===== src/sv/lruws_pkg.sv =====
package lruws_pkg;

    localparam int MAX_ENTRIES = 16;
    localparam int KEY_BITS    = 32;

    localparam int CMD_W   = 3;
    localparam int IN_KEY_W = 32;
    localparam int IDX_W   = $clog2(MAX_ENTRIES);
    localparam int CNT_W   = $clog2(MAX_ENTRIES + 1);
    localparam int CAP_W   = 5;
    localparam int STAMP_W = 31;
    localparam int THR_W   = 32;

    typedef enum logic [CMD_W-1:0] {
        CMD_ADD    = 3'd0,
        CMD_CHECK  = 3'd1,
        CMD_TOUCH  = 3'd2,
        CMD_DELETE = 3'd3,
        CMD_PRUNE  = 3'd4
    } cmd_t;

    typedef enum logic [2:0] {
        S_IDLE,
        S_DISPATCH,
        S_SCAN,
        S_MOVE_WR,
        S_PRN_RD,
        S_PRN_EV,
        S_DONE
    } state_t;

    typedef struct packed {
        logic capture;
        logic add_direct;
        logic scan_step;
        logic scan_fin;
        logic touch_wr;
        logic remove;
        logic move_wr;
        logic prn_rd;
        logic idx_inc;
        logic out_load;
    } dp_cmd_t;

    typedef struct packed {
        logic [CMD_W-1:0] cmd;
        logic             add_full;
        logic             bad;
        logic             thr_neg;
        logic             scan_done;
        logic             move_needed;
        logic             idx_lt_count;
        logic             prn_remove;
        logic             out_free;
    } dp_sts_t;

endpackage


===== src/sv/lruws_ctrl.sv =====
module lruws_ctrl (
    input  logic              clk,
    input  logic              rst_n,
    input  logic              in_valid,
    output logic              in_stall,
    input  lruws_pkg::dp_sts_t sts,
    output lruws_pkg::dp_cmd_t ctl
);
    import lruws_pkg::*;

    state_t state_reg;
    state_t state_next;

    always_ff @(posedge clk or negedge rst_n)
    begin
        if (!rst_n)
        begin
            state_reg <= S_IDLE;
        end
        else
        begin
            state_reg <= state_next;
        end
    end

    always_comb
    begin
        state_next = state_reg;
        case (state_reg)
            S_IDLE:
            begin
                if (in_valid)
                begin
                    state_next = S_DISPATCH;
                end
            end
            S_DISPATCH:
            begin
                case (sts.cmd)
                    CMD_ADD:    state_next = sts.add_full ? S_SCAN : S_DONE;
                    CMD_CHECK:  state_next = S_SCAN;
                    CMD_DELETE:
                    begin
                        if (!sts.bad && sts.move_needed)
                        begin
                            state_next = S_MOVE_WR;
                        end
                        else
                        begin
                            state_next = S_DONE;
                        end
                    end
                    CMD_PRUNE:  state_next = sts.thr_neg ? S_DONE : S_PRN_RD;
                    default:    state_next = S_DONE;
                endcase
            end
            S_SCAN:
            begin
                if (sts.scan_done)
                begin
                    state_next = S_DONE;
                end
            end
            S_MOVE_WR:
            begin
                state_next = (sts.cmd == CMD_PRUNE) ? S_PRN_RD : S_DONE;
            end
            S_PRN_RD:
            begin
                state_next = sts.idx_lt_count ? S_PRN_EV : S_DONE;
            end
            S_PRN_EV:
            begin
                if (sts.prn_remove && sts.move_needed)
                begin
                    state_next = S_MOVE_WR;
                end
                else
                begin
                    state_next = S_PRN_RD;
                end
            end
            S_DONE:
            begin
                if (sts.out_free)
                begin
                    state_next = S_IDLE;
                end
            end
            default: state_next = S_IDLE;
        endcase
    end

    always_comb
    begin
        ctl      = '0;
        in_stall = (state_reg != S_IDLE);
        case (state_reg)
            S_IDLE:
            begin
                ctl.capture = in_valid;
            end
            S_DISPATCH:
            begin
                case (sts.cmd)
                    CMD_ADD:    ctl.add_direct = !sts.add_full;
                    CMD_TOUCH:  ctl.touch_wr   = !sts.bad;
                    CMD_DELETE: ctl.remove     = !sts.bad;
                    default:    ctl = '0;
                endcase
            end
            S_SCAN:
            begin
                ctl.scan_step = !sts.scan_done;
                ctl.scan_fin  = sts.scan_done;
            end
            S_MOVE_WR:
            begin
                ctl.move_wr = 1'b1;
            end
            S_PRN_RD:
            begin
                ctl.prn_rd = sts.idx_lt_count;
            end
            S_PRN_EV:
            begin
                ctl.remove  = sts.prn_remove;
                ctl.idx_inc = !sts.prn_remove;
            end
            S_DONE:
            begin
                ctl.out_load = sts.out_free;
            end
            default: ctl = '0;
        endcase
    end

endmodule


===== src/sv/lruws_dp.sv =====
module lruws_dp (
    input  logic                                 clk,
    input  logic                                 rst_n,
    input  lruws_pkg::dp_cmd_t                   ctl,
    output lruws_pkg::dp_sts_t                   sts,
    input  logic [lruws_pkg::CMD_W-1:0]          command,
    input  logic [lruws_pkg::IN_KEY_W-1:0]       entry_key,
    input  logic [lruws_pkg::IDX_W-1:0]          slot_index,
    input  logic [lruws_pkg::STAMP_W-1:0]        now_stamp,
    input  logic signed [lruws_pkg::THR_W-1:0]   age_threshold,
    input  logic                                 cfg_valid,
    input  logic [lruws_pkg::CAP_W-1:0]          cfg_data,
    input  logic                                 out_stall,
    output logic                                 out_valid,
    output logic [lruws_pkg::IDX_W-1:0]          result_slot,
    output logic                                 hit,
    output logic [lruws_pkg::CNT_W-1:0]          entry_count,
    output logic                                 bad_slot
);
    import lruws_pkg::*;

    logic [KEY_BITS-1:0] key_mem [MAX_ENTRIES];
    logic [STAMP_W-1:0]  stamp_mem [MAX_ENTRIES];

    logic [CMD_W-1:0]        cmd_reg;
    logic [KEY_BITS-1:0]     key_reg;
    logic [IDX_W-1:0]        slot_reg;
    logic [STAMP_W-1:0]      now_reg;
    logic signed [THR_W-1:0] thr_reg;
    logic                    bad_reg;

    logic [CNT_W-1:0]   count_reg;
    logic [CAP_W-1:0]   cap_reg;
    logic [CNT_W-1:0]   idx_reg;
    logic [IDX_W-1:0]   ev_idx_reg;
    logic               ev_valid_reg;
    logic               found_reg;
    logic [IDX_W-1:0]   best_idx_reg;
    logic [STAMP_W-1:0] best_stamp_reg;
    logic [KEY_BITS-1:0] rd_key_reg;
    logic [STAMP_W-1:0] rd_stamp_reg;
    logic               out_valid_reg;

    logic [CAP_W-1:0]   eff_cap;
    logic [CNT_W-1:0]   cnt_dec;
    logic [IDX_W-1:0]   move_tgt;
    logic               idx_lt_count;
    logic               key_match;
    logic               cap_full;
    logic               in_bad;

    logic                wr_key_en;
    logic                wr_stamp_en;
    logic [IDX_W-1:0]    wr_addr;
    logic [KEY_BITS-1:0] wr_key;
    logic [STAMP_W-1:0]  wr_stamp;
    logic                rd_en;
    logic [IDX_W-1:0]    rd_addr;

    always_comb
    begin
        if (cap_reg == '0)
        begin
            eff_cap = CAP_W'(1);
        end
        else if (cap_reg > CAP_W'(MAX_ENTRIES))
        begin
            eff_cap = CAP_W'(MAX_ENTRIES);
        end
        else
        begin
            eff_cap = cap_reg;
        end
    end

    assign cnt_dec      = count_reg - CNT_W'(1);
    assign move_tgt     = (cmd_reg == CMD_DELETE) ? slot_reg : idx_reg[IDX_W-1:0];
    assign idx_lt_count = (idx_reg < count_reg);
    assign key_match    = (rd_key_reg == key_reg);
    assign cap_full     = (CAP_W'(count_reg) >= eff_cap);
    assign in_bad       = ((command == CMD_TOUCH) || (command == CMD_DELETE)) &&
                          !(CNT_W'(slot_index) < count_reg);

    always_comb
    begin
        sts.cmd          = cmd_reg;
        sts.add_full     = cap_full;
        sts.bad          = bad_reg;
        sts.thr_neg      = thr_reg[THR_W-1];
        sts.scan_done    = found_reg || (!idx_lt_count && !ev_valid_reg);
        sts.move_needed  = (CNT_W'(move_tgt) != cnt_dec);
        sts.idx_lt_count = idx_lt_count;
        sts.prn_remove   = (THR_W'(rd_stamp_reg) < $unsigned(thr_reg)) &&
                           (count_reg > CNT_W'(1));
        sts.out_free     = !out_valid_reg || !out_stall;
    end

    // single write port shared by all commands
    always_comb
    begin
        wr_key_en   = 1'b0;
        wr_stamp_en = 1'b0;
        wr_addr     = '0;
        wr_key      = key_reg;
        wr_stamp    = now_reg;
        if (ctl.add_direct)
        begin
            wr_key_en   = 1'b1;
            wr_stamp_en = 1'b1;
            wr_addr     = count_reg[IDX_W-1:0];
        end
        else if (ctl.scan_fin)
        begin
            wr_addr     = best_idx_reg;
            wr_key_en   = (cmd_reg == CMD_ADD);
            wr_stamp_en = (cmd_reg == CMD_ADD) || found_reg;
        end
        else if (ctl.touch_wr)
        begin
            wr_stamp_en = 1'b1;
            wr_addr     = slot_reg;
        end
        else if (ctl.move_wr)
        begin
            wr_key_en   = 1'b1;
            wr_stamp_en = 1'b1;
            wr_addr     = move_tgt;
            wr_key      = rd_key_reg;
            wr_stamp    = rd_stamp_reg;
        end
    end

    always_comb
    begin
        rd_en   = 1'b0;
        rd_addr = '0;
        if (ctl.scan_step && idx_lt_count)
        begin
            rd_en   = 1'b1;
            rd_addr = idx_reg[IDX_W-1:0];
        end
        else if (ctl.prn_rd)
        begin
            rd_en   = 1'b1;
            rd_addr = idx_reg[IDX_W-1:0];
        end
        else if (ctl.remove)
        begin
            rd_en   = 1'b1;
            rd_addr = cnt_dec[IDX_W-1:0];
        end
    end

    always_ff @(posedge clk)
    begin
        if (wr_key_en)
        begin
            key_mem[wr_addr] <= wr_key;
        end
        if (wr_stamp_en)
        begin
            stamp_mem[wr_addr] <= wr_stamp;
        end
        if (rd_en)
        begin
            rd_key_reg   <= key_mem[rd_addr];
            rd_stamp_reg <= stamp_mem[rd_addr];
        end
    end

    always_ff @(posedge clk or negedge rst_n)
    begin
        if (!rst_n)
        begin
            count_reg     <= '0;
            cap_reg       <= CAP_W'(MAX_ENTRIES);
            idx_reg       <= '0;
            ev_valid_reg  <= 1'b0;
            found_reg     <= 1'b0;
            out_valid_reg <= 1'b0;
        end
        else
        begin
            if (cfg_valid)
            begin
                cap_reg <= cfg_data;
            end

            if (ctl.add_direct)
            begin
                count_reg <= count_reg + CNT_W'(1);
            end
            else if (ctl.remove)
            begin
                count_reg <= cnt_dec;
            end

            if (ctl.capture)
            begin
                idx_reg <= '0;
            end
            else if ((ctl.scan_step && idx_lt_count) || ctl.idx_inc)
            begin
                idx_reg <= idx_reg + CNT_W'(1);
            end

            if (ctl.capture)
            begin
                ev_valid_reg <= 1'b0;
            end
            else if (ctl.scan_step)
            begin
                ev_valid_reg <= idx_lt_count;
            end

            if (ctl.capture)
            begin
                found_reg <= 1'b0;
            end
            else if (ctl.scan_step && ev_valid_reg && (cmd_reg == CMD_CHECK) && key_match)
            begin
                found_reg <= 1'b1;
            end

            if (ctl.out_load)
            begin
                out_valid_reg <= 1'b1;
            end
            else if (!out_stall)
            begin
                out_valid_reg <= 1'b0;
            end
        end
    end

    always_ff @(posedge clk)
    begin
        if (ctl.capture)
        begin
            cmd_reg  <= command;
            key_reg  <= entry_key[KEY_BITS-1:0];
            slot_reg <= slot_index;
            now_reg  <= now_stamp;
            thr_reg  <= age_threshold;
            bad_reg  <= in_bad;
        end

        if (ctl.scan_step && idx_lt_count)
        begin
            ev_idx_reg <= idx_reg[IDX_W-1:0];
        end

        // oldest stamp wins, strict compare keeps the lowest index on a tie
        if (ctl.capture)
        begin
            best_idx_reg   <= '0;
            best_stamp_reg <= '0;
        end
        else if (ctl.add_direct)
        begin
            best_idx_reg <= count_reg[IDX_W-1:0];
        end
        else if (ctl.scan_step && ev_valid_reg)
        begin
            if (cmd_reg == CMD_ADD)
            begin
                if ((ev_idx_reg == '0) || (best_stamp_reg > rd_stamp_reg))
                begin
                    best_idx_reg   <= ev_idx_reg;
                    best_stamp_reg <= rd_stamp_reg;
                end
            end
            else if (!found_reg && key_match)
            begin
                best_idx_reg <= ev_idx_reg;
            end
        end

        if (ctl.out_load)
        begin
            if ((cmd_reg == CMD_ADD) || ((cmd_reg == CMD_CHECK) && found_reg))
            begin
                result_slot <= best_idx_reg;
            end
            else
            begin
                result_slot <= '0;
            end
            hit         <= (cmd_reg == CMD_CHECK) && found_reg;
            bad_slot    <= bad_reg;
            entry_count <= count_reg;
        end
    end

    assign out_valid = out_valid_reg;

endmodule


===== src/sv/lru_working_set_table.sv =====
// LRU working-set table of keys with last-access stamps.
// Request channel: in_valid / in_stall with command, entry_key, slot_index,
// now_stamp and age_threshold; one request in flight, in_stall is high while
// a request is being worked on.
// Result channel: out_valid / out_stall with result_slot, hit, entry_count
// and bad_slot; exactly one result per request, held in an output register.
// Config: cfg_valid / cfg_ready writes capacity_limit; cfg_ready is always high.
// Add below capacity, touch, bad-slot and unknown commands go straight to
// the result; delete may first move the last entry into the freed slot; add
// when full and check scan the entries (one key/stamp RAM read per cycle,
// registered); prune reads each slot in turn and removes one by moving the
// last entry in, which is then read again. A new request is taken the cycle
// after the result is loaded.
// Reset clears the entry count and sets capacity to 16; stored keys and
// stamps are not cleared.
// A stalled result stays put; the next result waits in its final state
// until the output register is free, holding in_stall high meanwhile.
module lru_working_set_table (
    input  logic                                 clk,
    input  logic                                 rst_n,
    input  logic                                 in_valid,
    output logic                                 in_stall,
    input  logic [lruws_pkg::CMD_W-1:0]          command,
    input  logic [lruws_pkg::IN_KEY_W-1:0]       entry_key,
    input  logic [lruws_pkg::IDX_W-1:0]          slot_index,
    input  logic [lruws_pkg::STAMP_W-1:0]        now_stamp,
    input  logic signed [lruws_pkg::THR_W-1:0]   age_threshold,
    input  logic                                 cfg_valid,
    output logic                                 cfg_ready,
    input  logic [lruws_pkg::CAP_W-1:0]          cfg_data,
    output logic                                 out_valid,
    input  logic                                 out_stall,
    output logic [lruws_pkg::IDX_W-1:0]          result_slot,
    output logic                                 hit,
    output logic [lruws_pkg::CNT_W-1:0]          entry_count,
    output logic                                 bad_slot
);
    import lruws_pkg::*;

    dp_cmd_t ctl;
    dp_sts_t sts;

    assign cfg_ready = 1'b1;

    lruws_ctrl u_ctrl (
        .clk      (clk),
        .rst_n    (rst_n),
        .in_valid (in_valid),
        .in_stall (in_stall),
        .sts      (sts),
        .ctl      (ctl)
    );

    lruws_dp u_dp (
        .clk           (clk),
        .rst_n         (rst_n),
        .ctl           (ctl),
        .sts           (sts),
        .command       (command),
        .entry_key     (entry_key),
        .slot_index    (slot_index),
        .now_stamp     (now_stamp),
        .age_threshold (age_threshold),
        .cfg_valid     (cfg_valid && cfg_ready),
        .cfg_data      (cfg_data),
        .out_stall     (out_stall),
        .out_valid     (out_valid),
        .result_slot   (result_slot),
        .hit           (hit),
        .entry_count   (entry_count),
        .bad_slot      (bad_slot)
    );

endmodule


===== config.mk =====
export PLATFORM = sky130hd
export DESIGN_NAME = lru_working_set_table
export DESIGN_NICKNAME = d
export VERILOG_FILES = /design/src/sv/lruws_pkg.sv /design/src/sv/lruws_ctrl.sv /design/src/sv/lruws_dp.sv /design/src/sv/lru_working_set_table.sv
export SDC_FILE = /design/constraint.sdc
export NUM_CORES = 2
export LEC_CHECK = 0
export BUFFER_PORTS_ARGS = -buffer_cell sky130_fd_sc_hd__buf_2
export CORE_MARGIN = 5
export CORE_UTILIZATION = 50
export DETAILED_ROUTE_END_ITERATION = 16
export PLACE_DENSITY_LB_ADDON = 0.08
export SLEW_MARGIN = 20
export SYNTH_ARGS = -nofsm -noshare
export SYNTH_HDL_FRONTEND = slang
export SYNTH_SLANG_ARGS = --single-unit

===== constraint.sdc =====
create_clock -name clk -period 5.65 [get_ports clk]
set_clock_uncertainty 0.1 [all_clocks]
set_input_delay 0.8475 -clock clk [delete_from_list [all_inputs] [get_ports clk]]
set_output_delay 0.8475 -clock clk [all_outputs]
set_load 0.005 [all_outputs]

==> results.cfg <==
[setup_path]
worstSetupStartpoint = u_dp.count_reg[1]
timing.rr.end = u_dp.rd_stamp_reg[27]
crit_type = flip-flop to flip-flop
r2r_slack_ps = 320
crit_chain = inv_1 > ha_1 > o2111ai_1 > o2111ai_1 > o21bai_1 > a2111o_1 > nand2_1 > or3_4 > buf_12 > o22ai_1 > or4_1
endpoint = u_dp.rd_stamp_reg[27]
crit_path_end_kind = flip-flop
crit_cells = 11
path_buf_inv = 2
slowest_delay_ps = 760
cp.required_ps = 6000
crit_top_cell = o2111ai_1
r2r_cells = 11
arrival_ps = 5680
setup.worst_path.start_class = flip-flop
r2r-start = u_dp.count_reg[1]
cp_top_family = compound AO/OA/AOI/OAI gates
crit_path_top_delay_cell = or3_4
critPathMaxFanout = 33

[timing]
setup_tns_ps = 0
finalCritPeriodShare_pct = 94.4
fin_hold_ws_ps = 190
rsz0062_at_grt = false
setup_viol = 0
hold_viol = 0
max_freq_mhz = 188
tightestPinTransition_ps = 1080
slew_headroom_pct = 28.2
maxSlewViolCount = 0
min_period_ps = 5330

[clock_network]
cts.clk_slew.worst_paths_ps = 60
clock-sinks = 1245
postCtsSetupBuffers = 0
cts-root-buf = clkbuf_16
cts_tree = done
h-tree-depth = 4
cts.path.max_buffers = 3
clk-insertion-delay-late_ps = 740
cts_buffers = 136

[pwr]
clockPowerShare_pct = 30.7
leakagePower_nw = 22.4
power.internal_w = 0.0190
p_comb_share_pct = 24.6
irDropWorstVdd_mv = 0.367
power_frac_seq_pct = 44.7
switching_share_pct = 30.4
pwr_density_cell_nw_per_um2 = 479
switching_power_w = 0.00831

[logic_synthesis]
synth_edf_count = 1189
yosysWarningCount = 0
avgSynthCellArea_sq_um = 17.0
synthFlopType = edfxtp_1
yosysSeqAreaShare_pct = 74.2
syn_area_sq_um = 49800
synth-seq-cells = 1245
synth-async-reset-ratio_pct = 1.69
synth_cell_types = 75
synth_cells = 2928
synth_nets = 3117

[global_routing]
top_usage_layer = met2
grt_util_met2_pct = 39.9
grt_use_met1_pct = 30.9
grt_usage_pct = 23.2
grt_pass1_wl_mm = 182
grt_pass1_vias = 27800
grt_start_max_net_pins = 146
grt_antenna_before_repair = 1
overflow = 0
grt_use_met3_pct = 3.72

[placement]
port_buffers = 124
gp_congestion = 0.845
placed_cell_area_sq_um = 52800
dp.cells = 4320
dpl.hpwl_mm = 72.5

[floorplanning]
die_area_sq_um = 106000
core_sq_um = 98600
fp.dieH_um = 325
rows = 115
initial_core_util_pct = 50.5
ios = 126
die_w_um = 325

[worst_hold_path]
hp-class = input port to flip-flop

[finish]
layout_common_cells = edfxtp_1 (1,189), mux2i_1 (536), o22ai_1 (250)
final_util_pct = 57.9
postLayoutCellArea_sq_um = 57100
largest-register = u_dp.key_mem
area_growth_pct = 14.7
drive_above_1_share_pct = 16.3
diodes = 0
largest_register_ffs = 512
mostFrequentLayoutCell = edfxtp_1
fill_cells = 7523
reg_top3 = u_dp.key_mem (512), u_dp.stamp_mem (496)
final_cells = 4566
layout.nets = 3361

[drt]
drt_wl_total_mm = 124
wl_per_cell_um = 27.2
final_antenna_net_count = 0
drc_errors = 0
firstDrtPassIters = 5
viasPerCell = 5.91
num_vias = 27000
drt_iter0_markers = 2287

[run_status]
status = finished, final reports clean

[run]
drv_cap = 0
==> worst min-delay path by stage <==
stage	from	endpoint	depth (start not counted)
global placement	u_dp.best_stamp_reg[24]	u_dp.best_stamp_reg[24]	2
finish	entry_key[12]	u_dp.key_reg[12]	1
CTS	entry_key[12]	u_dp.key_reg[12]	1
floorplan	u_dp.bad_reg	u_dp.bad_slot	0
global route	entry_key[18]	u_dp.key_reg[18]	1
detailed placement	u_dp.best_stamp_reg[24]	u_dp.best_stamp_reg[24]	2
==> kinds of logic (layout without fill, tap and decap cells) <==
| family | after synthesis | after routing | synth area share (%) |
|---|---|---|---|
| adders and majority gates | 77 | 77 | 1.94 |
| other | 1 | 1 | 0.00754 |
| AOI/OAI and AO/OA | 418 | 418 | 5.48 |
| DFF | 1245 | 1245 | 74.2 |
| xor gates and xnor gates | 45 | 45 | 0.792 |
| buffers and inverters | 217 | 568 | 2.14 |
| muxes | 575 | 575 | 11.7 |
| and+or+nand+nor | 350 | 350 | 3.75 |
==> per-stage QoR <==
step | setup slack, ps | power, W
floorplan | 717 | 0.0167
global placement | 389 | 0.0190
detailed placement | 269 | 0.0191
CTS | 258 | 0.0275
global route | 176 | 0.0285
finish | 318 | 0.0273
==> layer usage <==
layer	wire length (um)	share of wire [%]	vias up
met3	6210	5.0	180
met5	0	0	-
li1	-	-	12100
met2	62400	50	724
met4	2840	2.3	0
met1	52900	43	13900
==> worst register-to-register path: stages, from the launching register on <==
cell and delay [ps]:
dfrtp_1 540, inv_1 230, ha_1 230, o2111ai_1 640
o2111ai_1 210, o21bai_1 440, a2111o_1 430, nand2_1 480
or3_4 760, buf_12 340, o22ai_1 160, or4_1 520
==> power by group through the flow <==
stage	logic [W]	clock network (W)	registers, W
3_5_place_dp	0.00674	0	0.0124
4_1_cts	0.00676	0.00855	0.0122
5_1_grt	0.00724	0.00897	0.0123
2_1_floorplan	0.00445	0	0.0122
3_3_place_gp	0.00659	0	0.0124
6_report	0.00672	0.00839	0.0122
==> cell type report <==
| type | count | area [sq um] | area share [%] |
|---|---|---|---|
| multi-input cells | 1466 | 12100 | 21.2 |
| clock buffers | 170 | 3670 | 6.42 |
| clock inverters | 75 | 561 | 0.982 |
| inverters | 80 | 300 | 0.526 |
| repair buffers | 243 | 1920 | 3.36 |
| well taps | 1287 | 1610 | 2.82 |
| flip-flops and latches | 1245 | 36900 | 64.7 |
==> synthesized netlist by cell type (4+ instances only) <==
cell / n / area, sq um
o21ai_0: 56 / 280
a2111o_1: 4 / 45.0
and3_1: 4 / 25.0
nand2b_1: 18 / 113
buf_2: 78 / 390
or2_2: 4 / 25.0
mux2i_1: 536 / 5370
a311oi_1: 5 / 43.8
or3_1: 12 / 75.1
nand3_1: 16 / 80.1
or4_1: 61 / 458
a21o_1: 16 / 120
a22o_1: 4 / 35.0
clkbuf_4: 4 / 30.0
nor4_1: 7 / 43.8
nand3_2: 4 / 40.0
buf_6: 7 / 78.8
xnor2_1: 45 / 394
a21oi_1: 31 / 155
mux2_2: 37 / 417
a211oi_1: 5 / 37.5
dfxtp_1: 35 / 701
nand2_1: 68 / 255
nor3_1: 8 / 40.0
o22ai_1: 250 / 1560
o2111ai_1: 4 / 35.0
buf_1: 4 / 15.0
nand4_1: 23 / 144
nor2_1: 99 / 372
dfrtp_1: 20 / 500
nor2b_1: 8 / 50.1
a2111oi_0: 9 / 78.8
clkbuf_1: 21 / 78.8
buf_4: 23 / 173
ha_1: 77 / 963
inv_1: 79 / 297
edfxtp_1: 1189 / 35700
==> timing repair <==
item                                   in CTS  in global routing
hold buffers                                1                  0
resized for setup                           0                  0
endpoints found under the hold margin      20                  0
(Power assumes the default switching activity.)
